--- config.mk ---
export PLATFORM = sky130hd
export DESIGN_NAME = shelf_rect_allocator_unit
export DESIGN_NICKNAME = d
export VERILOG_FILES = /design/src/rtl/core/rsa_pkg.sv /design/src/rtl/core/shelf_rect_allocator_unit.sv /design/src/rtl/core/rsa_place.sv
export SDC_FILE = /design/constraint.sdc
export NUM_CORES = 1
export LEC_CHECK = 0
export ABC_AREA = 1
export BUFFER_PORTS_ARGS = -buffer_cell sky130_fd_sc_hd__buf_2
export CORE_UTILIZATION = 50
export CTS_CLUSTER_DIAMETER = 80
export DETAILED_ROUTE_END_ITERATION = 16
export PLACE_DENSITY = 0.68
export SLEW_MARGIN = 30
export SYNTH_ARGS = -nofsm -noshare
export SYNTH_HDL_FRONTEND = slang
export SYNTH_SLANG_ARGS = --single-unit
--- constraint.sdc ---
create_clock -name clock -period 21.9 [get_ports clock]
set_clock_uncertainty 0.05 [all_clocks]
set_input_delay 1.095 -clock clock [delete_from_list [all_inputs] [get_ports clock]]
set_output_delay 1.095 -clock clock [all_outputs]
set_load 0.02 [all_outputs]
--- src/rtl/core/rsa_pkg.sv ---
package rsa_pkg;

   localparam int unsigned DimW   = 13;
   localparam int unsigned PageW  = 8;
   localparam int unsigned PosW   = 12;
   localparam int unsigned CountW = 9;

   localparam logic [DimW-1:0] PageSizeReset = 13'd1024;
   localparam int unsigned     SideHardCap   = 4096;
   localparam int unsigned     PageHardCap   = 256;

   typedef struct packed {
      logic             page_class;
      logic [DimW-1:0]  rect_width;
      logic [DimW-1:0]  rect_height;
   } req_word_type;

   typedef struct packed {
      logic             placed;
      logic [PageW-1:0] page_number;
      logic [PosW-1:0]  pos_x;
      logic [PosW-1:0]  pos_y;
   } rsp_word_type;

   typedef struct packed {
      logic             open;
      logic [PageW-1:0] page;
      logic [DimW-1:0]  col;
      logic [DimW-1:0]  row;
      logic [DimW-1:0]  shelf;
   } class_state_type;

   typedef struct packed {
      logic update;
      logic take_page;
   } place_ctrl_type;

endpackage

--- src/rtl/core/shelf_rect_allocator_unit.sv ---
// Shelf rectangle allocator.
// A request word waits in the request register until the result register is free,
// then moves in and raises rsp_valid; one word per clock while rsp_ready drains it.
// Each class's cursor update is a single compare-and-add pass between the two registers.
// Reset (synchronous, active high) closes both classes, clears the page counter,
// sets page_size to 1024 and empties both registers.
module shelf_rect_allocator_unit #(
   parameter int unsigned MAX_PAGES     = 256,
   parameter int unsigned MAX_PAGE_SIZE = 4096
) (
   input  logic                        clock,
   input  logic                        reset,
   input  logic                        csr_wr_en,
   input  logic [rsa_pkg::DimW-1:0]    csr_wr_data,
   input  logic                        req_valid,
   output logic                        req_ready,
   input  logic                        req_page_class,
   input  logic [rsa_pkg::DimW-1:0]    req_rect_width,
   input  logic [rsa_pkg::DimW-1:0]    req_rect_height,
   output logic                        rsp_valid,
   input  logic                        rsp_ready,
   output logic                        rsp_placed,
   output logic [rsa_pkg::PageW-1:0]   rsp_page_number,
   output logic [rsa_pkg::PosW-1:0]    rsp_pos_x,
   output logic [rsa_pkg::PosW-1:0]    rsp_pos_y
);
   import rsa_pkg::*;

   localparam int unsigned SideCap   = (MAX_PAGE_SIZE < SideHardCap) ? MAX_PAGE_SIZE
                                                                    : SideHardCap;
   localparam int unsigned PageLimit = (MAX_PAGES < PageHardCap) ? MAX_PAGES
                                                                 : PageHardCap;
   localparam logic [DimW-1:0]   SideCapW   = DimW'(SideCap);
   localparam logic [CountW-1:0] PageLimitW = CountW'(PageLimit);

   logic [DimW-1:0]   page_size_ff;
   logic              in_vld_ff;
   req_word_type      in_word_ff;
   logic              out_vld_ff;
   rsp_word_type      out_word_ff;
   class_state_type   cls_ff [2];
   logic [CountW-1:0] pages_used_ff;
   logic [CountW-1:0] pages_used_in;

   logic              move;
   logic [DimW-1:0]   side;
   rsp_word_type      place_rsp;
   class_state_type   place_next;
   place_ctrl_type    place_ctrl;

   assign side = (page_size_ff > SideCapW) ? SideCapW : page_size_ff;

   // A word moves into the result register whenever that register is empty
   // or is being emptied in this cycle.
   assign move      = in_vld_ff && (!out_vld_ff || rsp_ready);
   assign req_ready = !in_vld_ff || move;

   rsa_place u_place (
      .item       (in_word_ff),
      .cur_state  (cls_ff[in_word_ff.page_class]),
      .side       (side),
      .pages_used (pages_used_ff),
      .page_limit (PageLimitW),
      .result     (place_rsp),
      .next_state (place_next),
      .ctrl       (place_ctrl)
   );

   assign pages_used_in = pages_used_ff + CountW'(1);

   always_ff @(posedge clock) begin
      if (reset) begin
         page_size_ff <= PageSizeReset;
      end else if (csr_wr_en) begin
         page_size_ff <= csr_wr_data;
      end
   end

   always_ff @(posedge clock) begin
      if (reset) begin
         in_vld_ff <= 1'b0;
      end else if (req_ready) begin
         in_vld_ff <= req_valid;
      end
   end

   always_ff @(posedge clock) begin
      if (req_ready && req_valid) begin
         in_word_ff.page_class  <= req_page_class;
         in_word_ff.rect_width  <= req_rect_width;
         in_word_ff.rect_height <= req_rect_height;
      end
   end

   always_ff @(posedge clock) begin
      if (reset) begin
         out_vld_ff <= 1'b0;
      end else if (move) begin
         out_vld_ff <= 1'b1;
      end else if (rsp_ready) begin
         out_vld_ff <= 1'b0;
      end
   end

   always_ff @(posedge clock) begin
      if (move) begin
         out_word_ff <= place_rsp;
      end
   end

   always_ff @(posedge clock) begin
      if (reset) begin
         cls_ff[0]     <= '0;
         cls_ff[1]     <= '0;
         pages_used_ff <= '0;
      end else if (move) begin
         if (place_ctrl.update) begin
            cls_ff[in_word_ff.page_class] <= place_next;
         end
         if (place_ctrl.take_page) begin
            pages_used_ff <= pages_used_in;
         end
      end
   end

   assign rsp_valid       = out_vld_ff;
   assign rsp_placed      = out_word_ff.placed;
   assign rsp_page_number = out_word_ff.page_number;
   assign rsp_pos_x       = out_word_ff.pos_x;
   assign rsp_pos_y       = out_word_ff.pos_y;

   a_page_count_bound: assert property (@(posedge clock) disable iff (reset)
      pages_used_ff <= PageLimitW)
      else $error("page counter ran past the page limit");

   a_reject_clean: assert property (@(posedge clock) disable iff (reset)
      (out_vld_ff && !out_word_ff.placed) |->
         (out_word_ff.page_number == '0 && out_word_ff.pos_x == '0 &&
          out_word_ff.pos_y == '0))
      else $error("rejected word carries a nonzero position");

   a_class_opens: assert property (@(posedge clock) disable iff (reset)
      (move && place_rsp.placed) |=> cls_ff[$past(in_word_ff.page_class)].open)
      else $error("class not open after a placement");

   a_count_hold: assert property (@(posedge clock) disable iff (reset)
      !move |=> $stable(pages_used_ff))
      else $error("page counter changed without a word moving");

endmodule

--- src/rtl/core/rsa_place.sv ---
module rsa_place (
   input  rsa_pkg::req_word_type        item,
   input  rsa_pkg::class_state_type     cur_state,
   input  logic [rsa_pkg::DimW-1:0]     side,
   input  logic [rsa_pkg::CountW-1:0]   pages_used,
   input  logic [rsa_pkg::CountW-1:0]   page_limit,
   output rsa_pkg::rsp_word_type        result,
   output rsa_pkg::class_state_type     next_state,
   output rsa_pkg::place_ctrl_type      ctrl
);
   import rsa_pkg::*;

   logic [DimW-1:0] w;
   logic [DimW-1:0] h;
   logic            bad_size;
   logic            wrap;
   logic [DimW-1:0] col_a;
   logic [DimW:0]   row_a;
   logic [DimW-1:0] shelf_a;
   logic            need_page;
   logic            no_page;
   logic            ok;
   logic [PageW-1:0] page_f;
   logic [DimW-1:0] col_f;
   logic [DimW:0]   row_f;
   logic [DimW-1:0] shelf_f;
   logic [DimW:0]   col_end;
   logic [DimW+1:0] row_end;

   assign w = item.rect_width;
   assign h = item.rect_height;

   assign bad_size = (w == '0) || (h == '0) || (w > side) || (h > side);

   // A full row moves the cursor down onto a new shelf.
   assign col_end = {1'b0, cur_state.col} + {1'b0, w};
   assign wrap    = cur_state.open && (col_end > {1'b0, side});
   assign col_a   = wrap ? '0 : cur_state.col;
   assign row_a   = wrap ? ({1'b0, cur_state.row} + {1'b0, cur_state.shelf})
                         : {1'b0, cur_state.row};
   assign shelf_a = wrap ? '0 : cur_state.shelf;

   assign row_end   = {1'b0, row_a} + {2'b00, h};
   assign need_page = !cur_state.open || (row_end > {2'b00, side});
   assign no_page   = need_page && (pages_used >= page_limit);
   assign ok        = !bad_size && !no_page;

   assign page_f  = need_page ? pages_used[PageW-1:0] : cur_state.page;
   assign col_f   = need_page ? '0 : col_a;
   assign row_f   = need_page ? '0 : row_a;
   assign shelf_f = need_page ? '0 : shelf_a;

   always_comb begin
      next_state.open  = 1'b1;
      next_state.page  = page_f;
      next_state.col   = col_f + w;
      next_state.row   = row_f[DimW-1:0];
      next_state.shelf = (h > shelf_f) ? h : shelf_f;

      result.placed      = ok;
      result.page_number = ok ? page_f : '0;
      result.pos_x       = ok ? col_f[PosW-1:0] : '0;
      result.pos_y       = ok ? row_f[PosW-1:0] : '0;

      ctrl.update    = ok;
      ctrl.take_page = ok && need_page;
   end

endmodule

==> After elaboration in Yosys (flattened, before gate mapping) <==
Memories as Yosys holds them, arrays and structs flattened. A register that Yosys moved wholly into a read port is not among the register bits.
Index checks and enable logic that the tools add are counted.
{ "word_totals": {"regBits": 84, "in_bits": 45, "n_memories": 1, "mem_bits_rw": 96, "out_inout_bits": 35, "word_cells": 67} }
{ "memory_table": {"columns": ["name", "depth", "width", "read_ports", "rd_ports_with_merged_regs", "write_ports", "line_no", "text"], "rows": [
  ["cls_ff", 2, 48, 1, 1, 2, "shelf_rect_allocator_unit.sv:41", "class_state_type cls_ff [2];"]
]} }
{ "op_classes": {"addsub": 5, "n_mux": 21, "magnitude_cmp": 7, "reduce_logical": 22} }
{ "op_table": {"columns": ["operator", "n"], "rows": [
  ["13-bit 2-to-1 mux", 7],
  ["48-bit 2-to-1 mux", 1],
  ["48-bit OR reduction", 1],
  ["13-bit greater-than comparator", 3],
  ["13-bit by 13-bit adder with 14-bit output", 2],
  ["13-bit logical NOT", 2],
  ["14-bit by 13-bit adder with 15-bit output", 1],
  ["15-bit by 13-bit greater-than comparator with 1-bit output", 1],
  ["14-bit by 13-bit greater-than comparator with 1-bit output", 1],
  ["14-bit 2-to-1 mux", 1],
  ["13-bit adder", 1],
  ["13-bit greater-than comparator (second input constant)", 1],
  ["1-bit 2-to-1 mux", 11],
  ["9-bit by 1-bit adder with 9-bit output (second input constant)", 1],
  ["9-bit >= comparator (second input constant)", 1],
  ["8-bit 2-to-1 mux", 1],
  ["1-bit logical AND", 6],
  ["1-bit logical OR", 6],
  ["1-bit logical NOT", 5],
  ["2-bit AND reduction", 1],
  ["2-bit nonzero test", 1]
]} }

==> Depth between registers and ports, before layout <==
{ "depth": {"depth_word": 17, "depth_mapped": 64, "ltp_nobuf": 59} }

==> Hierarchy <==
From an unflattened synthesis, not the netlist that was laid out.
{ "unflattened": {"hier_cells": 1398, "hier_area_um2": 12238.0} }
{ "modules_own_cells": {"columns": ["mod", "area_per_inst_um2", "seq_area_each_um2", "n_inst", "cells_each"], "rows": [
  ["shelf_rect_allocator_unit", 7038.0, 5185.0, 1, 528],
  ["rsa_place", 5200.0, 0.0, 1, 870]
]} }

==> Worst setup path after synthesis <==
OpenSTA, ideal clock, no wires.
{ "synth_timing": {"path_kind": "reg-to-reg", "from": "register with a tool-made name", "to": "memory cls_ff[0][11] in the netlist's numbering (data pin)", "synth_period_minus_slack_ps": 9061, "path_buffers": 6, "stages_incl_launch_ff": 64, "path_slack_ps": 12839, "t_required_ps": 21585, "setup_ps": 265, "arrival_time_ps": 8746, "path_cell_list": "dfxtp_1 -> inv_1 -> clkbuf_1 -> clkbuf_1 -> clkbuf_1 -> or2_2 -> o21ai_0 -> inv_1 -> ha_1 -> fa_1 -> nand3_1 -> nand2_1 -> a21oi_1 -> o21bai_1 -> a21boi_0 -> o21ai_0 -> a21oi_1 -> o21ai_0 -> [... 28 more ...] -> nand2_1 -> a21oi_1 -> nand3_4 -> nor2_2 -> buf_4 -> nand2_1 -> ha_1 -> a21oi_1 -> o21ai_1 -> a21oi_1 -> nor2_1 -> o211ai_1 -> o2111ai_1 -> nand2_1 -> clkbuf_1 -> nand2_1 -> o21ai_0 -> nor2_1"} }
{ "synth_rtl": {"columns": ["item", "line_no"], "rows": [
  ["end, declared", "shelf_rect_allocator_unit.sv:41"]
]} }

==> reports/metrics.csv <==
stage;metric;value;unit
run_status;status;complete, no violations;
global_route;largest net degree at the start of global routing;49;
clock_tree;clk buf depth;2;
cells_and_area;area delta synth->final;11.0;%
sta;Final setup viols;0;
sta;final hold violations;0;
critical_path;CP Launch Type;register;
critical_path;CP endpoint kind;register;
logic_synthesis;mapped cell area;11200;um2
routing;Top Layer Used;met4;
logic_synthesis;register bit total from synthesis;181;
critical_path;r2r endpoint;cls_ff[0][37]$_DFFE_PP_;
logic_synthesis;sequential area share after synthesis;46.0;%
critical_path;CP Max Fanout;34;
place;IO buf count;79;
place;RePlAce Congestion;0.929;
routing;# DRC;0;
routing;routed via count;9045;
routing;met3 routed WL;1.42;mm
die;die area;23100;um2
place;Final HPWL DP;19.9;mm
logic_synthesis;Synth cell types;42;
clock_tree;cts repair resizes;0;
routing;wire length on met2;13.5;mm
critical_path;Reg2Reg Depth;57;
logic_synthesis;number of synthesized flops with an enable pin;154;
sta;Tcrit/Tclk final;52.1;%
die;Die Y;152;um
critical_path;crit path DAT;11.53;ns
clock_tree;H-tree depth;4;
logic_synthesis;syn_area_per_cell;8.82;um2
global_route;antenna violations before repair;0;
clock_tree;CTS tree;done;
critical_path;CP most frequent cell;nand2_1;
sta;Max Freq;87.6;MHz
clock_tree;Clock Sinks;181;
critical_path;R2R setup slack;10.49;ns
cells_and_area;Final #Nets;1510;
cells_and_area;multi-input logic area;5540;um2
global_route;total global routing overflow;0;
sta;final setup TNS;0;ns
logic_synthesis;top cell type's share of synthesized area;41.2;%
routing;Avg WL per Cell;17.1;um
routing;DRT iter0 DRCs;663;
global_route;number of global-route vias before repair;8739;
routing;Total Routed Length;28.0;mm
global_route;Tot GR Track Use;24.6;%
cells_and_area;share of cells above drive strength 1;11.0;%
pwr;Max VDD drop;61.8;uV
critical_path;critical path type;register to register;
die;I/O pins;80;
critical_path;Slowest cell on crit path;o21ai_0;
critical_path;worst stage delay on the critical path;0.73;ns
cells_and_area;leading cell type in the layout, fill and taps excluded;nand2_1;
hold_path;hold-critical path depth;2;
logic_synthesis;main flop type after synthesis;edfxtp_1;
sta;Least-Margin Pin Slew;0.942;ns
routing;vias per inst;5.54;
cells_and_area;fillers;1967;
logic_synthesis;YS warnings;0;
clock_tree;root cell of the clock tree;clkbuf_16;
clock_tree;post-CTS setup buffer count;0;
logic_synthesis;Syn Inst Count;1273;
logic_synthesis;Yosys top cell by area;edfxtp_1;
routing;Post-DRT Antenna Nets;0;
clock_tree;clock latency at the later pin of the worst-skew pair;0.45;ns
hold_path;hold path start;cls_ff[1][47]$_SDFFE_PP1P_;
pwr;Final Power;0.907;mW
sta;final max-slew violation count;0;
hold_path;worst hold endpoint;cls_ff[1][47]$_SDFFE_PP1P_;
logic_synthesis;Async SR Flop Fraction;0;%
die;placement row count;54;
die;CORE AREA;21900;um2
sta;RSZ-0062 raised after global routing;no;
die;die width;152;um
clock_tree;total CTS buffers;17;
global_route;first-pass GRT wire length;44.8;mm
clock_tree;cts hold-fix bufs;0;
sta;final period demand of the worst path;11.41;ns
pwr;Pleak;5.37;nW
cells_and_area;most frequent cells in the layout;262 x nand2_1, 195 x nor2_1, 154 x edfxtp_1;
routing;drt first pass iters;5;
clock_tree;Worst-path clk slew;0.07;ns
cells_and_area;register area;5160;um2
sta;Slew headroom;37.1;%
hold_path;Worst Hold Class;register to register;
die;initial core utilization;51.3;%
cells_and_area;ANT cells;0;
logic_synthesis;ranking of synthesized cells by area;edfxtp_1 41%, ha_1 13%, nand2_1 8.8%;
critical_path;required time worst endpoint;22.02;ns
pwr;Pwr Density;72.8;nW/um2
routing;M1 WL;12.3;mm
logic_synthesis;syn_nets;1442;
job;Max Cap Violations;0;
[through the flow]
stage | worst slack, ns | instances | instance area, um2 | hold WS [ns] | utilization [%]
5_1_grt | 9.46 | 1634 | 12500 | 0.426 | 56.9
2_1_floorplan | 12.84 | 1273 | 11200 | 0.376 | -
6_report | 10.49 | 1634 | 12500 | 0.404 | 56.9
4_1_cts | 10.63 | 1634 | 12500 | 0.405 | 56.9
3_5_place_dp | 10.75 | 1602 | 11900 | 0.390 | 54.2
3_3_place_gp | 11.07 | 1602 | 11900 | 0.387 | 54.2
[per-layer routing]
metal  up-vias  global-route usage (%)
met2       271                    41.4
met4         0                    9.05
met1      4233                    31.8
li1       4486                       -
met3        55                    3.99
met5         -                       0
[synth_stat cells, drive strengths merged, types with 3 or more instances]
master   count
nand3b       3
or2         23
xnor2       17
nor3        25
nor4         7
a21oi       94
xor2        31
nand2      264
dfxtp       27
inv         94
edfxtp     154
clkbuf      28
a21o         3
nor2       196
o21bai       3
o21ai       91
nand4       14
nand3       46
ha         120
o2111ai      3
buf         10
fa           4
[worst max-delay path, delay by kind of cell, from the launching register on]
family	cells	cell delay (ns)
simple gates	26	3.45
xor+xnor	3	0.57
fa+ha+maj	6	1.98
compound gates	16	3.32
flops	1	0.33
buf+inv	6	1.36
[power by group]
part	internal (mW)	switching, mW	leakage (nW)	total [mW]
Clock	0.162	0.149	0.289	0.311
Combinational	0.0715	0.127	3.31	0.199
Sequential	0.388	0.00900	1.78	0.397
Total	0.622	0.285	5.37	0.907
[cell type report]
| class | count | share of cell area, % |
|---|---|---|
| multi-input combinational | 959 | 44.5 |
| sequential | 181 | 41.5 |
| timing repair buffer | 87 | 3.66 |
| clock buffer | 17 | 3.41 |
| inverter | 95 | 2.86 |
| tap | 280 | 2.81 |
| clock inverter | 15 | 1.35 |
[flip-flops by register name, indices dropped and copies added (netlist names), 8 cells and up, named ones only]
name             count
rsp_pos_y           12
cls_ff              96
rsp_pos_x           12
page_size_ff        13
pages_used_ff        9
rsp_page_number      8
in_word_ff          27
[logic make-up after synthesis]
family          count (synthesis)  synth area share, %
compound gates                205                 9.71
xor+xnor                       48                 3.74
fa+ha+maj                     124                 14.1
buf+inv                       133                 4.70
flops                         181                 46.0
mux                             1               0.0892
simple gates                  581                 21.7
[worst max-delay path by stage]
stage	startpoint	end	depth (start not counted)
final	register	cls_ff[0][37]$_DFFE_PP_	57
after global routing	register	cls_ff[0][37]$_DFFE_PP_	57
after CTS	register	cls_ff[0][37]$_DFFE_PP_	57
after global placement	register	cls_ff[1][37]$_DFFE_PP_	57
after floorplan	register	cls_ff[0][11]$_DFFE_PP_	63
after detailed placement	register	cls_ff[0][37]$_DFFE_PP_	57
No activity file was read; power rests on OpenSTA's default activity.
